`src/sv/lsqf_pkg.sv`:
```
package lsqf_pkg;

    // Largest number of points held in one set; further points are dropped.
    localparam int MAX_POINTS = 1024;
    localparam int LOG_N      = $clog2(MAX_POINTS);
    localparam int CNT_W      = $clog2(MAX_POINTS + 1);

    // Widths of the running sums, from the Q8.8 input range and the point limit.
    localparam int SX_W  = 16 + LOG_N;
    localparam int SXX_W = 31 + LOG_N;
    localparam int SXY_W = 32 + LOG_N;

    // Shared datapath widths: multiplier operand, denominator, remainder, accumulator.
    localparam int MPL_W  = SX_W + 1;
    localparam int DEN_W  = 2 * SX_W - 1;
    localparam int REM_W  = DEN_W + 1;
    localparam int ACC_W  = SXY_W + SX_W + 12;
    localparam int STEP_W = $clog2(ACC_W);
    localparam int Q_W    = 33;

    // Numerator scaling that turns the quotients into Q16.16.
    localparam int SLOPE_SHIFT = 16;
    localparam int ICPT_SHIFT  = 8;

    // Fit status codes.
    localparam logic [1:0] FIT_OK         = 2'd0;
    localparam logic [1:0] FIT_DEGENERATE = 2'd1;
    localparam logic [1:0] FIT_SATURATED  = 2'd2;

    typedef struct packed {
        logic signed [15:0] x_value;
        logic signed [15:0] y_value;
        logic               last_point;
    } t_in_item;

    typedef struct packed {
        logic signed [31:0] slope;
        logic signed [31:0] intercept;
        logic [1:0]         fit_status;
    } t_out_item;

    typedef struct packed {
        logic [CNT_W-1:0]        point_count;
        logic signed [SX_W-1:0]  sum_of_x;
        logic signed [SX_W-1:0]  sum_of_y;
        logic [SXX_W-1:0]        sum_of_x_squared;
        logic signed [SXY_W-1:0] sum_of_x_times_y;
    } t_sums;

    typedef struct packed {
        logic idle;
        logic done;
    } t_solve_stat;

endpackage

```
`src/sv/lsqf_addsub.sv`:
```
// Shared adder/subtractor used for every multiply step, the magnitude negation and every divide step.
module lsqf_addsub (
    input  logic [lsqf_pkg::ACC_W-1:0] i_a,
    input  logic [lsqf_pkg::ACC_W-1:0] i_b,
    input  logic                       i_sub,
    output logic [lsqf_pkg::ACC_W-1:0] o_y
);

    logic [lsqf_pkg::ACC_W-1:0] w_b;

    // Subtraction as addition of the inverted operand plus one.
    assign w_b = i_sub ? ~i_b : i_b;
    assign o_y = i_a + w_b + lsqf_pkg::ACC_W'(i_sub);

endmodule

```
`src/sv/lsqf_accum.sv`:
```
// Running sums over the points of one set, one point per cycle while i_accept is high.
module lsqf_accum (
    input  logic               i_clk,
    input  logic               i_rst_n,
    input  logic               i_accept,
    input  logic               i_clear,
    input  lsqf_pkg::t_in_item i_item,
    output lsqf_pkg::t_sums    o_sums
);

    lsqf_pkg::t_sums    r_sums;
    logic signed [31:0] w_xx;
    logic signed [31:0] w_xy;
    logic               w_room;

    // Point products; x*x is never negative and fits in 31 bits.
    assign w_xx   = i_item.x_value * i_item.x_value;
    assign w_xy   = i_item.x_value * i_item.y_value;
    assign w_room = r_sums.point_count < lsqf_pkg::CNT_W'(lsqf_pkg::MAX_POINTS);

    // Accumulate while there is room; points past the limit are dropped.
    always_ff @(posedge i_clk) begin
        if (!i_rst_n || i_clear) begin
            r_sums <= '0;
        end else if (i_accept && w_room) begin
            r_sums.point_count      <= r_sums.point_count + lsqf_pkg::CNT_W'(1);
            r_sums.sum_of_x         <= r_sums.sum_of_x + lsqf_pkg::SX_W'(i_item.x_value);
            r_sums.sum_of_y         <= r_sums.sum_of_y + lsqf_pkg::SX_W'(i_item.y_value);
            r_sums.sum_of_x_squared <= r_sums.sum_of_x_squared
                                       + lsqf_pkg::SXX_W'(w_xx[30:0]);
            r_sums.sum_of_x_times_y <= r_sums.sum_of_x_times_y + lsqf_pkg::SXY_W'(w_xy);
        end
    end

    assign o_sums = r_sums;

endmodule

```
`src/sv/lsqf_solve.sv`:
```
// Sequencer that forms the determinant and both numerators by shift-and-add
// multiplication and then divides by restoring division, all through one adder.
module lsqf_solve (
    input  logic                  i_clk,
    input  logic                  i_rst_n,
    input  logic                  i_start,
    input  logic                  i_out_free,
    input  lsqf_pkg::t_sums       i_sums,
    output lsqf_pkg::t_solve_stat o_stat,
    output lsqf_pkg::t_out_item   o_result
);

    typedef enum logic [7:0] {
        S_IDLE = 8'b0000_0001,
        S_LOAD = 8'b0000_0010,
        S_MUL  = 8'b0000_0100,
        S_NEXT = 8'b0000_1000,
        S_MAG  = 8'b0001_0000,
        S_DIV  = 8'b0010_0000,
        S_FIN  = 8'b0100_0000,
        S_DONE = 8'b1000_0000
    } t_state;

    // Products in order; an odd product is subtracted from the even one before it.
    localparam logic [2:0] OP_N_SXX  = 3'd0;
    localparam logic [2:0] OP_SX_SX  = 3'd1;
    localparam logic [2:0] OP_N_SXY  = 3'd2;
    localparam logic [2:0] OP_SX_SY  = 3'd3;
    localparam logic [2:0] OP_SXX_SY = 3'd4;
    localparam logic [2:0] OP_SXY_SX = 3'd5;

    localparam int ACC_W = lsqf_pkg::ACC_W;
    localparam int MPL_W = lsqf_pkg::MPL_W;
    localparam int REM_W = lsqf_pkg::REM_W;
    localparam int Q_W   = lsqf_pkg::Q_W;

    t_state                       r_state;
    t_state                       n_state;
    logic [2:0]                   r_op;
    logic [lsqf_pkg::STEP_W-1:0]  r_cnt;
    logic [ACC_W-1:0]             r_acc;
    logic [ACC_W-1:0]             r_mcand;
    logic [MPL_W-1:0]             r_mplier;
    logic                         r_sub;
    logic [lsqf_pkg::DEN_W-1:0]   r_den;
    logic [ACC_W-1:0]             r_num;
    logic [REM_W-1:0]             r_rem;
    logic [Q_W-1:0]               r_quo;
    logic                         r_ovf;
    logic                         r_neg;
    logic                         r_sat;
    lsqf_pkg::t_out_item          r_result;

    logic [ACC_W-1:0]             w_add_a;
    logic [ACC_W-1:0]             w_add_b;
    logic                         w_add_sub;
    logic [ACC_W-1:0]             w_add_y;
    logic [REM_W-1:0]             w_rem_shift;
    logic                         w_fits;
    logic                         w_mul_end;
    logic                         w_div_end;
    logic [ACC_W-1:0]             w_mag;
    logic [Q_W-1:0]               w_limit;
    logic                         w_fin_sat;
    logic [31:0]                  w_fin_val;

    // Step ends and divide-step helpers.
    assign w_mul_end   = r_cnt == lsqf_pkg::STEP_W'(MPL_W - 1);
    assign w_div_end   = r_cnt == lsqf_pkg::STEP_W'(ACC_W - 1);
    assign w_rem_shift = {r_rem[REM_W-2:0], r_num[ACC_W-1]};
    assign w_fits      = !w_add_y[ACC_W-1];
    assign w_mag       = r_acc[ACC_W-1] ? w_add_y : r_acc;

    // Operand selection for the shared adder.
    always_comb begin
        unique case (r_state)
            S_MAG: begin
                w_add_a   = '0;
                w_add_b   = r_acc;
                w_add_sub = 1'b1;
            end
            S_DIV: begin
                w_add_a   = ACC_W'(w_rem_shift);
                w_add_b   = ACC_W'(r_den);
                w_add_sub = 1'b1;
            end
            default: begin
                // The top multiplier bit carries negative weight.
                w_add_a   = r_acc;
                w_add_b   = r_mcand;
                w_add_sub = r_sub ^ w_mul_end;
            end
        endcase
    end

    lsqf_addsub u_addsub (
        .i_a   (w_add_a),
        .i_b   (w_add_b),
        .i_sub (w_add_sub),
        .o_y   (w_add_y)
    );

    // Saturate the quotient magnitude and apply the sign.
    assign w_limit   = r_neg ? {2'b01, {(Q_W - 2){1'b0}}} : {2'b00, {(Q_W - 2){1'b1}}};
    assign w_fin_sat = r_ovf || (r_quo > w_limit);
    always_comb begin
        priority if (w_fin_sat) begin
            w_fin_val = r_neg ? 32'h8000_0000 : 32'h7FFF_FFFF;
        end else if (r_neg) begin
            w_fin_val = 32'd0 - r_quo[31:0];
        end else begin
            w_fin_val = r_quo[31:0];
        end
    end

    // Sequencer next state.
    always_comb begin
        n_state = r_state;
        unique case (r_state)
            S_IDLE: if (i_start) n_state = S_LOAD;
            S_LOAD: n_state = S_MUL;
            S_MUL: begin
                if (w_mul_end) n_state = r_op[0] ? S_NEXT : S_LOAD;
            end
            S_NEXT: begin
                if (r_op == OP_SX_SX) begin
                    n_state = (r_acc == '0) ? S_DONE : S_LOAD;
                end else begin
                    n_state = S_MAG;
                end
            end
            S_MAG: n_state = S_DIV;
            S_DIV: if (w_div_end) n_state = S_FIN;
            S_FIN: n_state = (r_op == OP_SX_SY) ? S_LOAD : S_DONE;
            S_DONE: if (i_out_free) n_state = S_IDLE;
            default: n_state = S_IDLE;
        endcase
    end

    always_ff @(posedge i_clk) begin
        if (!i_rst_n) begin
            r_state <= S_IDLE;
        end else begin
            r_state <= n_state;
        end
    end

    // Datapath registers.
    always_ff @(posedge i_clk) begin
        unique case (r_state)
            S_IDLE: begin
                r_op  <= OP_N_SXX;
                r_sat <= 1'b0;
            end
            S_LOAD: begin
                r_cnt <= '0;
                r_sub <= r_op[0];
                if (!r_op[0]) r_acc <= '0;
                unique case (r_op)
                    OP_N_SXX: begin
                        r_mcand  <= ACC_W'(i_sums.sum_of_x_squared);
                        r_mplier <= MPL_W'(i_sums.point_count);
                    end
                    OP_SX_SX: begin
                        r_mcand  <= ACC_W'(i_sums.sum_of_x);
                        r_mplier <= MPL_W'(i_sums.sum_of_x);
                    end
                    OP_N_SXY: begin
                        r_mcand  <= ACC_W'(i_sums.sum_of_x_times_y);
                        r_mplier <= MPL_W'(i_sums.point_count);
                    end
                    OP_SX_SY: begin
                        r_mcand  <= ACC_W'(i_sums.sum_of_x);
                        r_mplier <= MPL_W'(i_sums.sum_of_y);
                    end
                    OP_SXX_SY: begin
                        r_mcand  <= ACC_W'(i_sums.sum_of_x_squared);
                        r_mplier <= MPL_W'(i_sums.sum_of_y);
                    end
                    default: begin
                        r_mcand  <= ACC_W'(i_sums.sum_of_x_times_y);
                        r_mplier <= MPL_W'(i_sums.sum_of_x);
                    end
                endcase
            end
            S_MUL: begin
                if (r_mplier[0]) r_acc <= w_add_y;
                r_mcand  <= r_mcand << 1;
                r_mplier <= r_mplier >> 1;
                r_cnt    <= r_cnt + lsqf_pkg::STEP_W'(1);
                if (w_mul_end && !r_op[0]) r_op <= r_op + 3'd1;
            end
            S_NEXT: begin
                if (r_op == OP_SX_SX) begin
                    r_den <= r_acc[lsqf_pkg::DEN_W-1:0];
                    r_op  <= OP_N_SXY;
                    if (r_acc == '0) begin
                        r_result.slope      <= '0;
                        r_result.intercept  <= '0;
                        r_result.fit_status <= lsqf_pkg::FIT_DEGENERATE;
                    end
                end
            end
            S_MAG: begin
                r_neg <= r_acc[ACC_W-1];
                r_num <= (r_op == OP_SX_SY) ? (w_mag << lsqf_pkg::SLOPE_SHIFT)
                                            : (w_mag << lsqf_pkg::ICPT_SHIFT);
                r_rem <= '0;
                r_quo <= '0;
                r_ovf <= 1'b0;
                r_cnt <= '0;
            end
            S_DIV: begin
                r_rem <= w_fits ? w_add_y[REM_W-1:0] : w_rem_shift;
                r_quo <= {r_quo[Q_W-2:0], w_fits};
                r_ovf <= r_ovf | r_quo[Q_W-1];
                r_num <= r_num << 1;
                r_cnt <= r_cnt + lsqf_pkg::STEP_W'(1);
            end
            S_FIN: begin
                if (r_op == OP_SX_SY) begin
                    r_result.slope <= w_fin_val;
                    r_sat          <= w_fin_sat;
                    r_op           <= OP_SXX_SY;
                end else begin
                    r_result.intercept  <= w_fin_val;
                    r_result.fit_status <= (r_sat || w_fin_sat) ? lsqf_pkg::FIT_SATURATED
                                                                : lsqf_pkg::FIT_OK;
                end
            end
            S_DONE: begin
                r_cnt <= '0;
            end
            default: begin
                r_cnt <= '0;
            end
        endcase
    end

    assign o_stat.idle = r_state == S_IDLE;
    assign o_stat.done = r_state == S_DONE;
    assign o_result    = r_result;

endmodule

```
`src/sv/least_squares_line_fit.sv`:
```
// Points are taken one per cycle while the input is ready; each is added to the running sums in that cycle.
// A point marked last starts the fit: six shift-and-add products and two
// 80-step divisions on one shared adder (only two products if degenerate),
// and the result then waits until a full output register has been emptied.
// The input is not ready during the fit; it becomes ready again once the result is in the
// output register. Reset (synchronous, active low) clears the sums, sequencer and output valid flag.
module least_squares_line_fit (
    input  logic                i_clk,
    input  logic                i_rst_n,
    input  logic                i_in_valid,
    output logic                o_in_ready,
    input  lsqf_pkg::t_in_item  i_in_item,
    output logic                o_out_valid,
    input  logic                i_out_ready,
    output lsqf_pkg::t_out_item o_out_item
);

    lsqf_pkg::t_sums       w_sums;
    lsqf_pkg::t_solve_stat w_stat;
    lsqf_pkg::t_out_item   w_result;
    lsqf_pkg::t_out_item   r_out_item;
    logic                  r_out_valid;
    logic                  w_accept;
    logic                  w_start;
    logic                  w_out_free;
    logic                  w_clear;

    // Handshake and hand-over between the solver and the output register.
    assign o_in_ready = w_stat.idle;
    assign w_accept   = i_in_valid && o_in_ready;
    assign w_start    = w_accept && i_in_item.last_point;
    assign w_out_free = !r_out_valid || i_out_ready;
    assign w_clear    = w_stat.done && w_out_free;

    lsqf_accum u_accum (
        .i_clk    (i_clk),
        .i_rst_n  (i_rst_n),
        .i_accept (w_accept),
        .i_clear  (w_clear),
        .i_item   (i_in_item),
        .o_sums   (w_sums)
    );

    lsqf_solve u_solve (
        .i_clk      (i_clk),
        .i_rst_n    (i_rst_n),
        .i_start    (w_start),
        .i_out_free (w_out_free),
        .i_sums     (w_sums),
        .o_stat     (w_stat),
        .o_result   (w_result)
    );

    // Output register holds one finished result until it is taken.
    always_ff @(posedge i_clk) begin
        if (!i_rst_n) begin
            r_out_valid <= 1'b0;
        end else if (w_clear) begin
            r_out_valid <= 1'b1;
        end else if (i_out_ready) begin
            r_out_valid <= 1'b0;
        end
    end

    always_ff @(posedge i_clk) begin
        if (w_clear) r_out_item <= w_result;
    end

    assign o_out_valid = r_out_valid;
    assign o_out_item  = r_out_item;

    // An accepted last point must close the input.
    a_last_closes_input: assert property (@(posedge i_clk) disable iff (!i_rst_n)
        w_start |=> !o_in_ready)
        else $error("input still ready after the last point of a set");

    // A new result only appears when the solver had one finished.
    a_result_from_solver: assert property (@(posedge i_clk) disable iff (!i_rst_n)
        (r_out_valid && !$past(r_out_valid)) |-> $past(w_stat.done))
        else $error("result appeared without a finished fit");

    // The point count never passes the limit.
    a_count_limit: assert property (@(posedge i_clk) disable iff (!i_rst_n)
        w_sums.point_count <= lsqf_pkg::CNT_W'(lsqf_pkg::MAX_POINTS))
        else $error("point count beyond the limit");

    // A degenerate fit reports zero slope and intercept.
    a_degenerate_zero: assert property (@(posedge i_clk) disable iff (!i_rst_n)
        (o_out_valid && (o_out_item.fit_status == lsqf_pkg::FIT_DEGENERATE))
        |-> (o_out_item.slope == '0 && o_out_item.intercept == '0))
        else $error("degenerate fit with non-zero result");

endmodule

```
`config.mk`:
```
export PLATFORM = sky130hd
export DESIGN_NAME = least_squares_line_fit
export DESIGN_NICKNAME = d
export VERILOG_FILES = /design/src/sv/lsqf_pkg.sv /design/src/sv/lsqf_addsub.sv /design/src/sv/lsqf_accum.sv /design/src/sv/lsqf_solve.sv /design/src/sv/least_squares_line_fit.sv
export SDC_FILE = /design/constraint.sdc
export NUM_CORES = 2
export LEC_CHECK = 0
export BUFFER_PORTS_ARGS = -buffer_cell sky130_fd_sc_hd__buf_2
export CORE_UTILIZATION = 65
export CTS_CLUSTER_DIAMETER = 40
export DETAILED_ROUTE_END_ITERATION = 7
export GPL_TIMING_DRIVEN = 0
export PLACE_DENSITY = 0.89
export SYNTH_ARGS = -nofsm -noshare
export SYNTH_HDL_FRONTEND = slang
export SYNTH_SLANG_ARGS = --single-unit
```
`constraint.sdc`:
```
create_clock -name i_clk -period 13.8 [get_ports i_clk]
set_clock_uncertainty 0.2 [all_clocks]
set_input_delay 2.76 -clock i_clk [delete_from_list [all_inputs] [get_ports i_clk]]
set_output_delay 2.76 -clock i_clk [all_outputs]
set_load 0.05 [all_outputs]
```
## Yosys cells after proc, flatten, opt, wreduce, memory -nomap -nowiden

Cells that the tools add are included.

- Flip-flop bits (word level): 703
- Input bits: 37
- Logic and storage cells: 149

- Add/sub/neg operators: 10
- Multipliers: 2
- $lt $le $gt $ge: 2
- Eq/ne operators: 25
- Muxes and demuxes: 46
- Bitwise gates (word level): 3
- Reduce and logical (&&, ||, !) cells: 35

Operators with widths:

| cell | number |
|---|---|
| case mux 80 bit (2 select lines) | 6 |
| two-way mux 80 bit | 4 |
| two-way mux 32 bit | 5 |
| two-way mux 66 bit | 2 |
| case mux 66 bit (2 select lines) | 1 |
| case mux 27 bit (2 select lines) | 2 |
| case mux 51 bit (2 select lines) | 1 |
| adder 80 x 1 -> 80 bit | 1 |
| adder 80 bit | 1 |
| zero test 80 bit | 1 |
| NOT 80 bit | 1 |
| two-way mux 72 bit | 1 |
| case mux 33 bit (2 select lines) | 1 |
| case mux 8 bit (8 select lines) | 1 |
| two-way mux 8 bit | 7 |
| adder 26 x 16 -> 26 bit | 2 |
| two-way mux 51 bit | 1 |
| adder 42 x 32 -> 42 bit | 1 |
| adder 41 x 31 -> 41 bit | 1 |
| two-way mux 34 bit | 1 |
| > comparator 33 bit | 1 |
| multiplier 16 x 16 -> 32 bit | 1 |
| subtractor 1 x 32 -> 32 bit (first input constant) | 1 |
| multiplier 16 x 16 -> 31 bit | 1 |
| other kinds (39) | 78 |

## Logic depth before layout (Yosys ltp)

- Depth after elaboration: 9
- Mapped depth: 37
- Gate-level depth less buffers: 36

## Modules after synthesis

Synthesis repeated with hierarchy kept, for this count alone.

- Cell total of the unflattened synthesis: 6,588
- Area total of the unflattened synthesis: 62,538.7 um2

Modules (own cells, without submodules):

| module | instances | cells each | area each (um2) | sequential area each (um2) |
|---|---|---|---|---|
| lsqf_accum | 1 | 3,462 | 30,090.1 | 2,922.8 |
| lsqf_solve | 1 | 2,220 | 24,775.0 | 14,393.8 |
| lsqf_addsub | 1 | 833 | 5,621.6 | 0.0 |
| least_squares_line_fit | 1 | 73 | 2,052.0 | 2,001.9 |

## Worst setup path before layout

No wires, ideal clock.

- Path type: input -> register
- From: in i_in_item[18] (netlist name)
- To: reg u_accum.r_sums, in the netlist u_accum.o_sums[75]
- Setup time: 0.128 ns
- Data arrival time: 10.292 ns
- Setup slack: 3.180 ns
- Stages: 34
- Path buffers: 3
- Cells stage by stage: clkbuf_1 inv_1 clkbuf_1 nor2_1 fa_1 inv_1 fa_1 fa_1 fa_1 inv_1 fa_1 inv_1 fa_1 inv_1 ha_1 clkbuf_1 a21o_1 a211oi_1 o21ai_0 a21oi_1 xnor2_1 ha_1 a21o_1 a21o_1 a21o_1 a2bb2oi_1 a21oi_1 o31ai_1 o21ai_0 o22ai_1 o21ai_0 nand4_1 xor2_1 nor2_1

- Word-level cells in the longest chain between the ends: 2

RTL lines:

| item | line | RTL |
|---|---|---|
| start, declared | least_squares_line_fit.sv:12 | `input lsqf_pkg::t_in_item i_in_item,` |
| multiplier 16 x 16 -> 31 bit | lsqf_accum.sv:17 | `assign w_xx = i_item.x_value * i_item.x_value;` |
| adder 41 x 31 -> 41 bit | lsqf_accum.sv:30 | `+ lsqf_pkg::SXX_W'(w_xx[30:0]);` |
| end, declared | lsqf_accum.sv:11 | `lsqf_pkg::t_sums r_sums;` |

No other way between the ends.
A chain may end at the register's enable or synchronous reset.

## Final worst setup path

- From: in i_in_item[26] (netlist name)
- To: reg u_accum.r_sums, in the netlist u_accum.o_sums[75]

The elaborated chain is that of the path after synthesis.

==> impl_results.html <==
<table>
<tr><th>Metric</th><th>Value</th></tr>
<tr><th colspan="2">Status</th></tr>
<tr><td>Status</td><td>finished, violations left</td></tr>
<tr><td>Violated checks</td><td>max-capacitance violations, max-slew violations</td></tr>
<tr><th colspan="2">Worst setup path</th></tr>
<tr><td>CP Max Fanout</td><td>10</td></tr>
<tr><td>Max stage delay cell, worst path</td><td>buf_1</td></tr>
<tr><td>Worst path bufs/invs</td><td>8</td></tr>
<tr><td>Kind of start point of the critical path</td><td>input pin</td></tr>
<tr><td>Kind of cell adding the most delay to the critical path</td><td>adder cells</td></tr>
<tr><td>Worst path depth</td><td>33</td></tr>
<tr><td>Cell with the most instances on the worst path</td><td>fa_1</td></tr>
<tr><td>Worst EP arrival</td><td>13.37 ns</td></tr>
<tr><td>Required time at the worst-slack endpoint</td><td>approximately 14 ns</td></tr>
<tr><td>Critical path capture point type</td><td>register</td></tr>
<tr><td>Category of the most critical setup path</td><td>in -&gt; reg</td></tr>
<tr><td>Reg2reg path depth</td><td>23</td></tr>
<tr><td>Flop-to-flop setup slack</td><td>a little under 4 ns</td></tr>
<tr><td>CP max stage delay</td><td>about 0.77 ns</td></tr>
<tr><th colspan="2">Timing</th></tr>
<tr><td>Final critical-path required period</td><td>between 10 and 15 ns</td></tr>
<tr><td>Worst-Margin Slew</td><td>1.53 ns</td></tr>
<tr><td>Unrepaired setup endpoints after global routing</td><td>false</td></tr>
<tr><td>Worst Hold Margin</td><td>approximately 0.19 ns</td></tr>
<tr><td>Number of endpoints with negative hold slack in the final report</td><td>0</td></tr>
<tr><td>Share of the clock period used by the worst path after layout</td><td>about 94%</td></tr>
<tr><td>Highest clock frequency the design can meet</td><td>76.9 MHz</td></tr>
<tr><td>Number of endpoints failing setup at the final stage</td><td>0</td></tr>
<tr><td>Relative slew slack</td><td>-2.91%</td></tr>
<tr><td>Setup slack after layout</td><td>0.790 ns</td></tr>
<tr><td>Total count of max-transition violations in the final report</td><td>11</td></tr>
<tr><th colspan="2">Placement</th></tr>
<tr><td>Port Buffer Count</td><td>just over 100</td></tr>
<tr><td>Post-Place Setup Slack</td><td>0.507 ns</td></tr>
<tr><td>DPL Wire Length</td><td>159000 um</td></tr>
<tr><td>Gp weighted congestion</td><td>a little over 1</td></tr>
<tr><th colspan="2">Synth</th></tr>
<tr><td>Cells after Synth</td><td>6580</td></tr>
<tr><td>Proportion of synthesized chip area in sequential cells</td><td>31.1%</td></tr>
<tr><td>Most common flop cell mapped by yosys</td><td>edfxtp_1</td></tr>
<tr><td>Synthesis warning total</td><td>0</td></tr>
<tr><td>FFs w/ async S/R, synth</td><td>0%</td></tr>
<tr><td>Number of enable-type register cells in the synthesized netlist</td><td>540</td></tr>
<tr><td>Post-Syn Nets</td><td>7596</td></tr>
<tr><td>Count of different cell masters after synthesis</td><td>between 90 and 100</td></tr>
<tr><td>Most area-hungry cell type in the Yosys netlist</td><td>edfxtp_1</td></tr>
<tr><td>Netlist Area Pre-Place</td><td>62200 um^2</td></tr>
<tr><td>Biggest area contributors in the synthesized netlist</td><td>edfxtp_1 26%, fa_1 18%, ha_1 8.3%, dfxtp_1 5.0%, nand2_1 4.6%</td></tr>
<tr><td>Mean post-synth cell area</td><td>9.45 um^2</td></tr>
<tr><td>Flip-flop and latch count after synthesis</td><td>between 600 and 700</td></tr>
<tr><td>Top cell type's share of synthesized area</td><td>26.1%</td></tr>
<tr><th colspan="2">Floorplanning</th></tr>
<tr><td>Die Footprint</td><td>roughly 97000 um^2</td></tr>
<tr><td>Core Rows</td><td>113</td></tr>
<tr><td>Floorplan die height</td><td>around 310 um</td></tr>
<tr><td>Horizontal extent of the die</td><td>roughly 310 um</td></tr>
<tr><td>Area inside the core boundary</td><td>between 90000 and 100000 um^2</td></tr>
<tr><td>Count of pins on the block boundary</td><td>105</td></tr>
<tr><td>Initial standard-cell utilization of the core</td><td>roughly two thirds</td></tr>
<tr><th colspan="2">Route</th></tr>
<tr><td>Number of design-rule violations left by the first detailed-router iteration</td><td>around 8000</td></tr>
<tr><td>Number of remaining DRC errors</td><td>0</td></tr>
<tr><td>Post-route ant nets</td><td>0</td></tr>
<tr><td>Length of routed wiring on met1</td><td>72900 um</td></tr>
<tr><td>Uppermost layer routed</td><td>met5</td></tr>
<tr><td>DR vias</td><td>~54000</td></tr>
<tr><td>Via density</td><td>6.64</td></tr>
<tr><td>DRT Pass-1 Iters</td><td>8</td></tr>
<tr><td>DR WL met3</td><td>between 30000 and 40000 um</td></tr>
<tr><td>Routed WL per cell</td><td>approximately 25 um</td></tr>
<tr><td>Final Routed Wirelength</td><td>around 210000 um</td></tr>
<tr><td>Length of routed met2 wiring</td><td>between 80000 and 90000 um</td></tr>
<tr><th colspan="2">Clocking</th></tr>
<tr><td>Total of hold buffers inserted after clock tree synthesis</td><td>0</td></tr>
<tr><td>Clock tree from TritonCTS</td><td>done</td></tr>
<tr><td>Post-CTS repair timing setup buffer count</td><td>0</td></tr>
<tr><td>Clock transition at the register clock pins on the worst setup and hold paths after CTS</td><td>~0.06 ns</td></tr>
<tr><td>H-tree depth reported by CTS</td><td>3</td></tr>
<tr><td>Insertion delay of the later-clocked pin in the worst-skew pair</td><td>about 0.70 ns</td></tr>
<tr><td>Maximum root-to-sink buffer count</td><td>3</td></tr>
<tr><td>Post-cts resize count</td><td>0</td></tr>
<tr><td>Clock Root Buffer</td><td>clkbuf_16</td></tr>
<tr><td>Total clock sinks</td><td>a little under 700</td></tr>
<tr><td>TritonCTS buffer count</td><td>100</td></tr>
<tr><th colspan="2">Global routing</th></tr>
<tr><td>First-pass GRT wire length</td><td>approximately 310000 um</td></tr>
<tr><td>Number of antenna violations at the first check in global routing</td><td>11</td></tr>
<tr><td>Largest net degree at the start of global routing</td><td>66</td></tr>
<tr><td>Vias in the first global route</td><td>about 53000</td></tr>
<tr><td>Overall overflow remaining after global route</td><td>0</td></tr>
<tr><td>Global-route usage over all layers</td><td>42.5%</td></tr>
<tr><th colspan="2">Min path</th></tr>
<tr><td>Number of cells on the worst hold path</td><td>0</td></tr>
<tr><td>Classification of the worst-slack hold path</td><td>reg -&gt; reg</td></tr>
<tr><th colspan="2">Run</th></tr>
<tr><td>Maxcap violations</td><td>1</td></tr>
<tr><th colspan="2">Finish</th></tr>
<tr><td>Synth-to-layout area growth</td><td>9.64%</td></tr>
<tr><td>Count of nets after finishing</td><td>roughly 7800</td></tr>
<tr><td>Layout cells sized above 1</td><td>5.66%</td></tr>
</table>
[flip-flops by register name, summed over array words and instances, names as in the netlist]
name,count
u_solve.o_result,66
u_solve.r_ovf,1
u_solve.r_mplier,27
o_out_valid,1
u_solve.r_num,72
u_accum.o_sums,146
u_solve.r_op,3
u_solve.r_sub,1
u_solve.r_acc,80
u_solve.r_cnt,7
u_solve.r_den,51
o_out_item,66
u_solve.r_mcand,80
u_solve.r_sat,1
u_solve.r_rem,51
u_solve.r_neg,1
u_solve.r_state,8
u_solve.r_quo,33
[synth_stat cells (all sizes together) (32+ instances only)]
cell,count
nand2,755
inv,719
fa,567
edfxtp,540
nor2,488
a21oi,454
ha,412
clkbuf,317
o21ai,249
xnor2,249
and2,193
a21o,177
dfxtp,155
nand3,124
o22ai,112
mux2i,83
xor2,81
and3,79
nor3,66
nand4,62
nor2b,55
a211oi,44
a31oi,44
o21a,42
o21bai,41
o31ai,38
buf,37
nand2b,33
nor4,32
[cells by family after synthesis]
family / share of synthesized area [%]
fa+ha+maj: 26.5
mux: 2.40
xor+xnor: 4.66
flops: 31.1
simple gates: 14.8
buf+inv: 6.52
compound gates: 14.0
[through the flow]
step / cell area (um^2) / TNS, ns / utilization [%] / instances
after floorplan: 62200 / 0 / - / 6580
after global routing: 68200 / 0 / 71.8 / 8151
after detailed placement: 64600 / 0 / 68.1 / 7962
after global placement: 64300 / -46.63 / 67.7 / 7948
final: 68200 / 0 / 71.9 / 8156
after CTS: 68100 / 0 / 71.8 / 8149
[path summary, 6_finish.rpt]
check	startpoint	to
setup / recovery	i_in_item[26]	u_accum.o_sums[75]
hold / removal	u_solve.o_result[44]	o_out_item[44]
setup reg to reg	u_solve.r_state[1]	u_solve.r_rem[5]
hold reg to reg	u_solve.o_result[44]	o_out_item[44]
[cells in the final DEF (no fill, tap or decap), drive strengths merged, types with 31 or more instances in the layout]
master / count
a211oi: 44
a21o: 177
a21oi: 454
a22oi: 31
a31oi: 44
and2: 193
and3: 79
buf: 155
clkbuf: 430
clkinv: 33
dfxtp: 155
edfxtp: 540
fa: 567
ha: 412
inv: 744
mux2i: 83
nand2: 755
nand2b: 33
nand3: 124
nand4: 62
nor2: 488
nor2b: 55
nor3: 66
nor4: 32
o21a: 42
o21ai: 249
o21bai: 41
o22ai: 112
o31ai: 38
xnor2: 249
xor2: 81
[final cells by class]
class                   count  area (um^2)
plain buffers             354         1340
flip-flops and latches    695        19300
repair buffers            118          803
clock buffers             113         2610
multi-input cells        4807        38900
well taps                1265         1580
diodes                      6         15.0
clock inverters            74          918
fillers                  6724        26700
inverters                 724         2720
[layer usage]
metal	up-vias	global-route usage, %
met5	-	0
met3	994	12.5
li1	22997	-
met2	4113	64.0
met1	26054	54.5
met4	10	25.5
Power is not shown: default switching activity piles up to over one toggle a cycle in this logic, so the estimate is an artifact.
